==> src/anti_replay_window_unit_defines.svh <==
// ----------------------------------------------------------------------------
// anti_replay_window_unit_defines.svh
// Assertion macros used by the anti-replay window unit RTL
// ----------------------------------------------------------------------------
`ifndef ANTI_REPLAY_WINDOW_UNIT_DEFINES_SVH
`define ANTI_REPLAY_WINDOW_UNIT_DEFINES_SVH

// property that must hold at every clock edge outside reset
`define ARW_ASSERT(label, prop, msg) \
  label: assert property (@(posedge clk) disable iff (rst) prop) else $error(msg);

// condition that must never be seen outside reset
`define ARW_ASSERT_NEVER(label, cond, msg) \
  label: assert property (@(posedge clk) disable iff (rst) !(cond)) else $error(msg);

`endif

==> src/arw_pkg.sv <==
// ----------------------------------------------------------------------------
// arw_pkg
// Verdict codes, limits and shared types of the anti-replay window unit
// ----------------------------------------------------------------------------
`default_nettype none

package arw_pkg;

  // verdict codes carried by the result word
  localparam logic [2:0] VERDICT_ACCEPT    = 3'd0;
  localparam logic [2:0] VERDICT_EXHAUSTED = 3'd1;
  localparam logic [2:0] VERDICT_TOO_OLD   = 3'd2;
  localparam logic [2:0] VERDICT_DUPLICATE = 3'd3;
  localparam logic [2:0] VERDICT_CLEARED   = 3'd4;

  // counters at or above this value are refused (2^64 - 2^13 - 2)
  localparam logic [63:0] REJECT_LIMIT = 64'hFFFF_FFFF_FFFF_DFFE;

  // outcome of one window check
  typedef struct packed {
    logic [2:0] verdict;
    logic       advance;   // counter is newer than the highest seen
    logic       wr_en;     // write the updated block back
  } check_res_t;

endpackage

`default_nettype wire

==> src/arw_check.sv <==
// ----------------------------------------------------------------------------
// arw_check
// Decides the verdict for one counter and builds the updated window block
// ----------------------------------------------------------------------------
`default_nettype none

module arw_check #(
  parameter  int BLOCK_BITS = 64,
  parameter  int NUM_BLOCKS = 128,
  localparam int LB         = $clog2(BLOCK_BITS),
  localparam int LN         = $clog2(NUM_BLOCKS),
  localparam int TAG_BITS   = 64 - LB - LN,
  localparam int ENTRY_BITS = TAG_BITS + BLOCK_BITS
) (
  input  wire logic [63:0]             cval,
  input  wire logic [63:0]             highest,
  input  wire logic                    exhausted,
  input  wire logic                    too_old,
  input  wire logic [ENTRY_BITS-1:0]   rd_entry,
  output arw_pkg::check_res_t          res,
  output logic      [ENTRY_BITS-1:0]   wr_entry
);

  logic [TAG_BITS-1:0]   tag;
  logic [LB-1:0]         bitpos;
  logic                  match;
  logic [BLOCK_BITS-1:0] old_bits;
  logic [BLOCK_BITS-1:0] bit_mask;
  logic                  dup;

  // stored tag names the block that the slot holds; any other block reads as zero
  always_comb begin
    tag      = cval[63 -: TAG_BITS];
    bitpos   = cval[LB-1:0];
    match    = (rd_entry[ENTRY_BITS-1 -: TAG_BITS] == tag);
    old_bits = match ? rd_entry[BLOCK_BITS-1:0] : '0;
    bit_mask = {{(BLOCK_BITS-1){1'b0}}, 1'b1} << bitpos;
    dup      = |(old_bits & bit_mask);
    wr_entry = {tag, old_bits | bit_mask};
  end

  // verdict in rule order
  always_comb begin
    res.advance = (cval > highest);
    res.wr_en   = 1'b0;
    if (exhausted) begin
      res.verdict = arw_pkg::VERDICT_EXHAUSTED;
      res.advance = 1'b0;
    end else if (too_old) begin
      res.verdict = arw_pkg::VERDICT_TOO_OLD;
      res.advance = 1'b0;
    end else if (dup) begin
      res.verdict = arw_pkg::VERDICT_DUPLICATE;
    end else begin
      res.verdict = arw_pkg::VERDICT_ACCEPT;
      res.wr_en   = 1'b1;
    end
  end

endmodule

`default_nettype wire

==> config.mk <==
export PLATFORM = sky130hd
export DESIGN_NAME = arw_check
export DESIGN_NICKNAME = d
export VERILOG_FILES = /design/src/anti_replay_window_unit_defines.svh /design/src/arw_pkg.sv /design/src/arw_check.sv
export SDC_FILE = /design/constraint.sdc
export NUM_CORES = 1
export LEC_CHECK = 0
export BUFFER_PORTS_ARGS = -buffer_cell sky130_fd_sc_hd__buf_2
export CAP_MARGIN = 20
export CORE_AREA = 5 5 138 140
export DETAILED_ROUTE_END_ITERATION = 6
export DIE_AREA = 0 0 143 145
export PLACE_DENSITY = 0.54
export SLEW_MARGIN = 20
export SYNTH_ARGS = -nofsm -noshare
export SYNTH_HDL_FRONTEND = slang
export SYNTH_SLANG_ARGS = --single-unit
==> constraint.sdc <==
create_clock -name vclk -period 2.95
set_input_delay 0.1475 -clock vclk [all_inputs]
set_output_delay 0.1475 -clock vclk [all_outputs]
set_load 0.01 [all_outputs]
[After elaboration in Yosys (flattened, before gate mapping)]
Cells that the tools add are included.
Storage, ports and cells
  register bits after elaboration: 0
  memories kept: 0
  logic and storage cells: 14
  latch bits: 0
  bits in writable memories: 0
  output and inout bits: 120
  bits in read-only memories: 0
Cells by class
  bitwise operators: 2
  div/mod/pow operators: 0
  muxes and demuxes: 8
  reduce and logical (&&, ||, !) cells: 1
  shifts and indexed selects: 1
  eq/ne operators: 1
  magnitude comparators: 1
  $mul: 0
  add/subtract/negate cells: 0
Operators by type and width (count)
  $and A64 B64 Y64: 1
  $gt A64 B64 Y1: 1
  $mux W64: 1
  $or A64 B64 Y64: 1
  $reduce_or A64 Y1: 1
  $shl A1 B6 Y64 const A: 1
  $eq A51 B51 Y1: 1
  $mux W1: 4
  $mux W4: 1
  $mux W3: 1
  $mux W2: 1

[Longest topological paths before layout]
Gate-level depths: netlist (run 1).
  depth after elaboration: 7
  mapped depth: 10
  mapped depth without buffers: 9

[Worst setup path after synthesis (run 1)]
OpenSTA, ideal clock, no wires.
  path type: in2out
  from: input highest[49]
  to: output res[1] (netlist name)
  slack: 0.735 ns
  arrival: 2.068 ns
  data required time: 2.803 ns
  buffers on the path: 0
  stages on the path: 9
  path through: inv_1 > ha_1 > nand4_1 > nor3_1 > nand3_1 > or4_1 > nor3_1 > a221oi_1 > a211oi_1
RTL lines
  start, declared: line arw_check.sv:16  | input wire logic [63:0] highest,
  end, declared: line arw_check.sv:20  | output arw_pkg::check_res_t res,

==> results.sh, run 1 <==
export IMPL_syn_area_per_cell_um2=7.42
export IMPL_dr_pass1_iters=5
export IMPL_drtAntennaViolNets=0
export IMPL_grtUsageMet1_pct=21.6
export IMPL_core_um2=17700
export IMPL_viasPerCell=4.87
export IMPL_place_congestion=0.978
export IMPL_grt_use_met2_pct=38.3
export IMPL_max_freq_mhz=366
export IMPL_overflow=0
export IMPL_nFlopsAndLatches=0
export IMPL_min_period_over_period_pct=92.6
export IMPL_drive_gt1_share_pct=48.0
export IMPL_top_usage_layer="met2"
export IMPL_period_minus_slack_ps=2730
export IMPL_min_path_type="primary input to output pin"
export IMPL_final_nets=1194
export IMPL_gr_usage_all_layers_pct=19.3
export IMPL_slew_viol_final=0
export IMPL_placed_cells=1112
export IMPL_antenna_found_initial=0
export IMPL_worst_slack_ps=219
export IMPL_dp_hpwl_mm=19.8
export IMPL_synth_fp_nets=874
export IMPL_diodes=0
export IMPL_start_util_pct=23.7
export IMPL_powerDensity_nw_per_um2=123
export IMPL_fin_area_um2=6010
export IMPL_placed_cell_area_um2=6000
export IMPL_dp_slack_ps=-7.69
export IMPL_die_area_um2=20700
export IMPL_crit_chain="buf_2, ha_1, nand3_1, nor3_4, buf_4, nand3_1, or4_1, nor3_1, a221oi_1, a211oi_1, buf_4, buf_2"
export IMPL_rsz0062_at_grt="false"
export IMPL_end_kind="output pin"
export IMPL_grt_pass1_vias=5568
export IMPL_yosysSeqAreaShare_pct=0
export IMPL_grt_pass1_wl_mm=31.9
export IMPL_ys_types=67
export IMPL_areaGrowthSynthToFinish_pct=43.4
export IMPL_die_y_um=145
export IMPL_vdd_drop_max_mv=0.0717
export IMPL_maxCapViolations=0
export IMPL_setup_viol=0
export IMPL_rows=49
export IMPL_critPathSlowestCell="or4_1"
export IMPL_crit_buf_inv=4
export IMPL_slowest_delay_ps=550
export IMPL_post_cts_setup_buffers=0
export IMPL_drc=0
export IMPL_portBuffers=364
export IMPL_num_io_pins=365
export IMPL_tightestPinTransition_ps=732
export IMPL_worstPathArrival_ps=2580
export IMPL_wl_mm=21.8
export IMPL_finalHoldViolations=0
export IMPL_ff_latch_area_um2=0
export IMPL_worst_ep_required_time_ps=2800
export IMPL_syn_cell_area_um2=4190
export IMPL_wl_per_cell_um=19.6
export IMPL_drtIter0Drc=243
export IMPL_start_kind="primary input"
export IMPL_status="complete, no violations"
export IMPL_critPathTopFamily="simple AND/OR/NAND/NOR gates"
export IMPL_final_util_pct=33.9
export IMPL_relSlewSlack_pct=50.0
export IMPL_cts_hold_buf=0
export IMPL_vias=5416
export IMPL_synthCells=565
export IMPL_fp_dieW_um=143
export IMPL_crit_type="primary input to output pin"
export IMPL_grt_max_degree=23
export IMPL_p_leak_nw=3.44
export IMPL_nFillCells=1958
export IMPL_yosys_warnings=0
export IMPL_layoutNonFillerInstCount=1112
export IMPL_use_met3_pct=3.16
export IMPL_crit_fanout=3
export IMPL_clock_buffers=0
==> where the power goes <==
part,internal [mW],switching [mW],leakage [nW]
clock network,0,0,0
logic,0.341,0.399,3.44
registers,0,0,0
==> synth_stat cells (4+ instances only) <==
cell type  number  area, um2
a211oi_1        4       30.0
a21o_1          8       60.1
a21oi_1        16       80.1
a22o_1         55        482
a22o_2          4       40.0
a22oi_1        10       75.1
a31oi_1         5       31.3
buf_2          11       55.1
buf_4          54        405
buf_6           5       56.3
clkbuf_1        9       33.8
ha_1           64        801
inv_1          70        263
nand2_1        36        135
nand3_1        14       70.1
nand4_1        15       93.8
nor2_1         12       45.0
nor2b_1         6       37.5
nor3_1          9       45.0
nor3b_1         4       30.0
nor4_1         10       62.6
o21ai_0        20        100
xnor2_1        24        210
xor2_1         27        236
==> worst paths after layout <==
path | startpoint | endpoint | slack [ps] | cells after the start
worst min-delay path | cval[51] | wr_entry[102] | 530 | 2
worst max-delay path | cval[59] | res[1] | 220 | 12
==> metrics by stage <==
stage                     setup TNS [ps]  power [mW]  hold WS [ps]
after floorplan                        0       0.408           339
after global placement                 0       0.744           529
after detailed placement           -7.69       0.744           534
after CTS                              0       0.748           535
after global routing                   0       0.823           544
final                                  0       0.741           532
==> repair_timing <==
item,4_1_cts,5_1_grt
gates cloned,0,0
gates resized for setup,1,1
setup endpoints to repair,1,1
==> cells by family (layout without fill, tap and decap cells) <==
| family | Yosys count | count (layout) | share of synthesized area (%) |
|---|---|---|---|
| compound gates | 157 | 157 | 29.0 |
| buf+inv | 151 | 469 | 20.1 |
| simple gates | 137 | 137 | 19.8 |
| fa+ha+maj | 64 | 64 | 19.1 |
| xor+xnor | 51 | 51 | 10.7 |
| mux | 4 | 4 | 1.28 |
| other cells | 1 | 1 | 0.0894 |
==> cell usage in the layout (no fill, tap or decap), drive strengths merged, types with 3 or more instances in the layout <==
cell,n
o21bai,3
a211oi,4
a222oi,3
a22oi,10
a21oi,16
nor2,12
nor2b,6
a221o,3
a31oi,5
xor2,27
buf,399
a21o,8
inv,70
o31ai,3
and4b,3
xnor2,24
and3,3
ha,64
nor3,9
o21ai,22
nor4bb,4
a22o,59
nor4b,4
a2111oi,3
nor3b,5
nand2,36
nor4,11
or2,3
nand3,15
nand4,15
==> layout make-up <==
class	instances	area, um2	share of cell area (%)
well taps	229	287	4.76
multi-input cells	414	3370	56.0
repair buffers	399	2100	34.9
inverters	70	263	4.37
==> metal layers <==
metal / wire length [um] / up-vias
met5: 0 / -
met4: 375 / 0
met3: 1860 / 26
met2: 11500 / 298
met1: 8010 / 2424
li1: - / 2668
Power figures use the tool's default switching activity.
==> run 2: changes to the inputs <==
--- a/config.mk
+++ b/config.mk
@@ -7,10 +7,13 @@
 export LEC_CHECK = 0
 export BUFFER_PORTS_ARGS = -buffer_cell sky130_fd_sc_hd__buf_2
 export CAP_MARGIN = 20
-export CORE_AREA = 5 5 138 140
+export CELL_PAD_IN_SITES_DETAIL_PLACEMENT = 1
+export CELL_PAD_IN_SITES_GLOBAL_PLACEMENT = 2
+export CORE_ASPECT_RATIO = 0.5
+export CORE_MARGIN = 5
+export CORE_UTILIZATION = 20
 export DETAILED_ROUTE_END_ITERATION = 6
-export DIE_AREA = 0 0 143 145
-export PLACE_DENSITY = 0.54
+export PLACE_DENSITY = 0.87
 export SLEW_MARGIN = 20
 export SYNTH_ARGS = -nofsm -noshare
 export SYNTH_HDL_FRONTEND = slang
==> run 2 against run 1 <==
Compared with the run above:
- first-iteration DRC count increased by 16%
- sequential cell count unchanged
- final area increased by 0.33%
==> results.sh, run 2 (synthesized netlist as in run 1, its figures left out) <==
export IMPL_powerDensity_nw_per_um2=125
export IMPL_die_y_um=112
export IMPL_vdd_drop_max_mv=0.0479
export IMPL_dp_hpwl_mm=20.4
export IMPL_finalHoldViolations=0
export IMPL_use_met3_pct=1.32
export IMPL_cts_hold_buf=0
export IMPL_fp_dieW_um=215
export IMPL_rsz0062_at_grt="false"
export IMPL_antenna_found_initial=0
export IMPL_p_leak_nw=3.39
export IMPL_max_freq_mhz=363
export IMPL_top_usage_layer="met2"
export IMPL_slew_viol_final=0
export IMPL_tightestPinTransition_ps=735
export IMPL_layout_commonest_cell="buf_2"
export IMPL_num_io_pins=365
export IMPL_dr_pass1_iters=4
export IMPL_end_kind="output pin"
export IMPL_viasPerCell=4.76
export IMPL_critPathTopFamily="simple AND/OR/NAND/NOR gates"
export IMPL_mostFrequentLayoutCells="buf_2, inv_1, ha_1"
export IMPL_worstPathArrival_ps=2600
export IMPL_clock_buffers=0
export IMPL_diodes=0
export IMPL_crit_buf_inv=2
export IMPL_start_util_pct=20.4
export IMPL_holdPathStages=2
export IMPL_wl_per_cell_um=19.8
export IMPL_setup_tns_ps=0
export IMPL_start_kind="primary input"
export IMPL_grt_pass1_wl_mm=33.7
export IMPL_maxCapViolations=0
export IMPL_total_power_mw=0.753
export IMPL_layoutNonFillerInstCount=1149
export IMPL_setup_viol=0
export IMPL_grt_use_met2_pct=34.6
export IMPL_critPathSlowestCell="or4_1"
export IMPL_portBuffers=364
export IMPL_areaGrowthSynthToFinish_pct=43.9
export IMPL_relSlewSlack_pct=50.8
export IMPL_drtAntennaViolNets=0
export IMPL_min_period_over_period_pct=93.3
export IMPL_grt_pass1_vias=5822
export IMPL_cts_resized=0
export IMPL_slowest_delay_ps=580
export IMPL_crit_chain="buf_2, ha_1, nand3_1, nor3_1, nand3_1, or4_1, nor3_1, a221oi_1, a211oi_1, buf_2"
export IMPL_post_cts_setup_buffers=0
export IMPL_min_path_type="primary input to output pin"
export IMPL_nFlopsAndLatches=0
export IMPL_drc=0
export IMPL_wl_mm=22.7
export IMPL_vias=5467
export IMPL_placed_cells=1149
export IMPL_core_um2=20600
export IMPL_grt_max_degree=66
export IMPL_ff_latch_area_um2=0
export IMPL_overflow=0
export IMPL_period_minus_slack_ps=2750
export IMPL_gr_usage_all_layers_pct=17.2
export IMPL_crit_type="primary input to output pin"
export IMPL_final_nets=1187
export IMPL_place_congestion=0.829
export IMPL_crit_fanout=3
export IMPL_status="complete, no violations"
export IMPL_grtUsageMet1_pct=20.8
export IMPL_worst_path_stages=10
export IMPL_die_area_um2=24100
export IMPL_worst_ep_required_time_ps=2800
export IMPL_drive_gt1_share_pct=47.8
export IMPL_drtIter0Drc=281
export IMPL_rows=37
-- run 2: layout make-up --
class                      instances  area [um2]
timing repair buffer             392        2040
fill                            2639       14600
tap                              273         342
multi-input combinational        414        3390
inverter                          70         263
-- run 2: metrics by stage --
step                util, %  cell area, um2  worst slack (ps)  hold slack, ps
floorplan                 -            4190               735             339
global placement       29.2            6020               227             530
detailed placement     29.2            6020               133             533
CTS                    29.2            6020               127             535
global route           29.3            6030              19.1             544
finish                 29.3            6030               198             533
-- run 2: path summary, 6_finish.rpt --
path / start / to / slack, ps
hold / removal: cval[48] / wr_entry[99] / 530
setup / recovery: cval[58] / res[1] / 200
-- run 2: routing by layer --
metal  vias to the layer above  share of wire (%)
met5                         -                  0
met4                         0               0.99
met3                        11                4.3
met2                       169                 54
met1                      2639                 41
li1                       2648                  -
-- run 2: power by group --
part	internal [mW]	total, mW	switching [mW]
sequential	0	0	0
combinational	0.344	0.753	0.408
clock	0	0	0
total	0.344	0.753	0.408
==> run 3: changes to the inputs <==
--- a/config.mk
+++ b/config.mk
@@ -11,9 +11,9 @@
 export CELL_PAD_IN_SITES_GLOBAL_PLACEMENT = 2
 export CORE_ASPECT_RATIO = 0.5
 export CORE_MARGIN = 5
-export CORE_UTILIZATION = 20
+export CORE_UTILIZATION = 17
 export DETAILED_ROUTE_END_ITERATION = 6
-export PLACE_DENSITY = 0.87
+export PLACE_DENSITY = 0.79
 export SLEW_MARGIN = 20
 export SYNTH_ARGS = -nofsm -noshare
 export SYNTH_HDL_FRONTEND = slang
==> constraint.sdc (replaced) <==
create_clock -name vclk -period 2.5
set_input_delay 0.125 -clock vclk [all_inputs]
set_output_delay 0.125 -clock vclk [all_outputs]
set_load 0.01 [all_outputs]
==> run 3 against run 2 <==
Compared with the run above:
- count of clock-buffer cells in the layout unchanged
- combinational power up 30%
- core utilization down 1.6 points
- largest power group unchanged
- critical path depth up 1
- sequential share of layout area unchanged
- total power up 30%
- die area up 16%
- via count up 3.6%
- final area up 11%
- worst setup slack worse by 120 ps
==> results.sh, run 3 (synthesized netlist as in run 1, its figures left out) <==
export IMPL_status="complete, no violations"
export IMPL_mostFrequentLayoutCells="buf_2, buf_4, inv_1"
export IMPL_die_area_um2=28100
export IMPL_grt_pass1_vias=6193
export IMPL_setup_viol=0
export IMPL_portBuffers=364
export IMPL_num_io_pins=365
export IMPL_setup_tns_ps=0
export IMPL_relSlewSlack_pct=63.1
export IMPL_die_y_um=121
export IMPL_holdPathStages=2
export IMPL_ff_latch_area_um2=0
export IMPL_cp_startpoint="cval[58]"
export IMPL_layout_commonest_cell="buf_2"
export IMPL_rows=40
export IMPL_drtIter0Drc=221
export IMPL_dr_pass1_iters=5
export IMPL_worst_ep_required_time_ps=2380
export IMPL_final_nets=1243
export IMPL_finalHoldViolations=0
export IMPL_viasPerCell=4.46
export IMPL_maxCapViolations=0
export IMPL_max_freq_mhz=414
export IMPL_holdPathEnd="wr_entry[107]"
export IMPL_grt_pass1_wl_mm=36.3
export IMPL_slowest_delay_ps=520
export IMPL_critPathTopFamily="simple AND/OR/NAND/NOR gates"
export IMPL_core_um2=24100
export IMPL_nFlopsAndLatches=0
export IMPL_min_path_type="primary input to output pin"
export IMPL_drtAntennaViolNets=0
export IMPL_overflow=0
export IMPL_wl_per_cell_um=19.8
export IMPL_placed_cells=1262
export IMPL_hp_start="cval[56]"
export IMPL_vdd_drop_max_mv=0.0481
export IMPL_critPathSlowestCell="or4_4"
export IMPL_tightestPinTransition_ps=540
export IMPL_dp_hpwl_mm=22.7
export IMPL_powerDensity_nw_per_um2=146
export IMPL_grt_max_degree=21
export IMPL_wl_mm=25.1
export IMPL_nFillCells=3085
export IMPL_placed_cell_area_um2=6480
export IMPL_vias=5663
export IMPL_crit_chain="buf_2, ha_1, nand3_1, nor3_2, buf_4, nand3_1, or4_4, nor3_4, a221oi_2, a211oi_1, buf_2"
export IMPL_period_minus_slack_ps=2420
export IMPL_crit_buf_inv=3
export IMPL_slew_viol_final=0
export IMPL_worstPathArrival_ps=2290
export IMPL_clock_buffers=0
export IMPL_start_util_pct=17.4
export IMPL_areaGrowthSynthToFinish_pct=59.4
export IMPL_end_kind="output pin"
export IMPL_start_kind="primary input"
export IMPL_fin_area_um2=6690
export IMPL_drc=0
export IMPL_crit_fanout=3
export IMPL_p_leak_nw=3.75
export IMPL_crit_type="primary input to output pin"
export IMPL_drive_gt1_share_pct=51.7
export IMPL_place_congestion=0.884
export IMPL_fp_dieW_um=232
export IMPL_min_period_over_period_pct=96.7
export IMPL_gr_usage_all_layers_pct=16.3
export IMPL_cts_hold_buf=0
export IMPL_antenna_found_initial=1
export IMPL_layoutNonFillerInstCount=1269
==> run 3: routing by layer <==
layer / part of all wire [%] / track usage, %
met1: 39 / 18.8
met4: 1.1 / 1.36
met2: 56 / 33.9
met3: 3.2 / 1.01
met5: 0 / 0
==> run 3: worst max path at each step <==
stage | end | depth (start not counted) | slack, ps
2_1_floorplan | res[1] | 9 | 330
3_3_place_gp | res[0] | 10 | -120
3_5_place_dp | res[0] | 10 | -240
4_1_cts | res[2] | 11 | 0.7
5_1_grt | res[2] | 11 | -3
6_report | res[1] | 11 | 80
==> run 3: power breakdown <==
part             total (mW)  switching, mW  internal [mW]
Sequential                0              0              0
Combinational         0.977          0.513          0.464
Clock          0.0000000535              0   0.0000000535
Total                 0.977          0.513          0.464
==> run 3: cell type report <==
class                      count  area [um2]  area share, %
antenna                        1        2.50         0.0374
timing repair buffer         448        2540           38.0
multi-input combinational    414        3460           51.7
tap                          336         420           6.29
inverter                      70         263           3.93
==> run 3: timing repair <==
item,CTS,global route
buffers inserted,1,4
setup endpoints to repair,4,26
pin swaps,4,14
hold endpoints to repair,0,0
gates resized for setup,9,21
cloned,0,1
==> run 3: through the flow <==
stage | power, mW | hold WS, ps | setup slack [ps] | util [%]
floorplan | 0.481 | 294 | 330 | -
global placement | 0.934 | 490 | -123 | 26.9
detailed placement | 0.954 | 490 | -244 | 26.9
CTS | 0.966 | 491 | 0.717 | 27.1
global route | 1.08 | 497 | -2.77 | 27.7
finish | 0.977 | 487 | 82.5 | 27.7
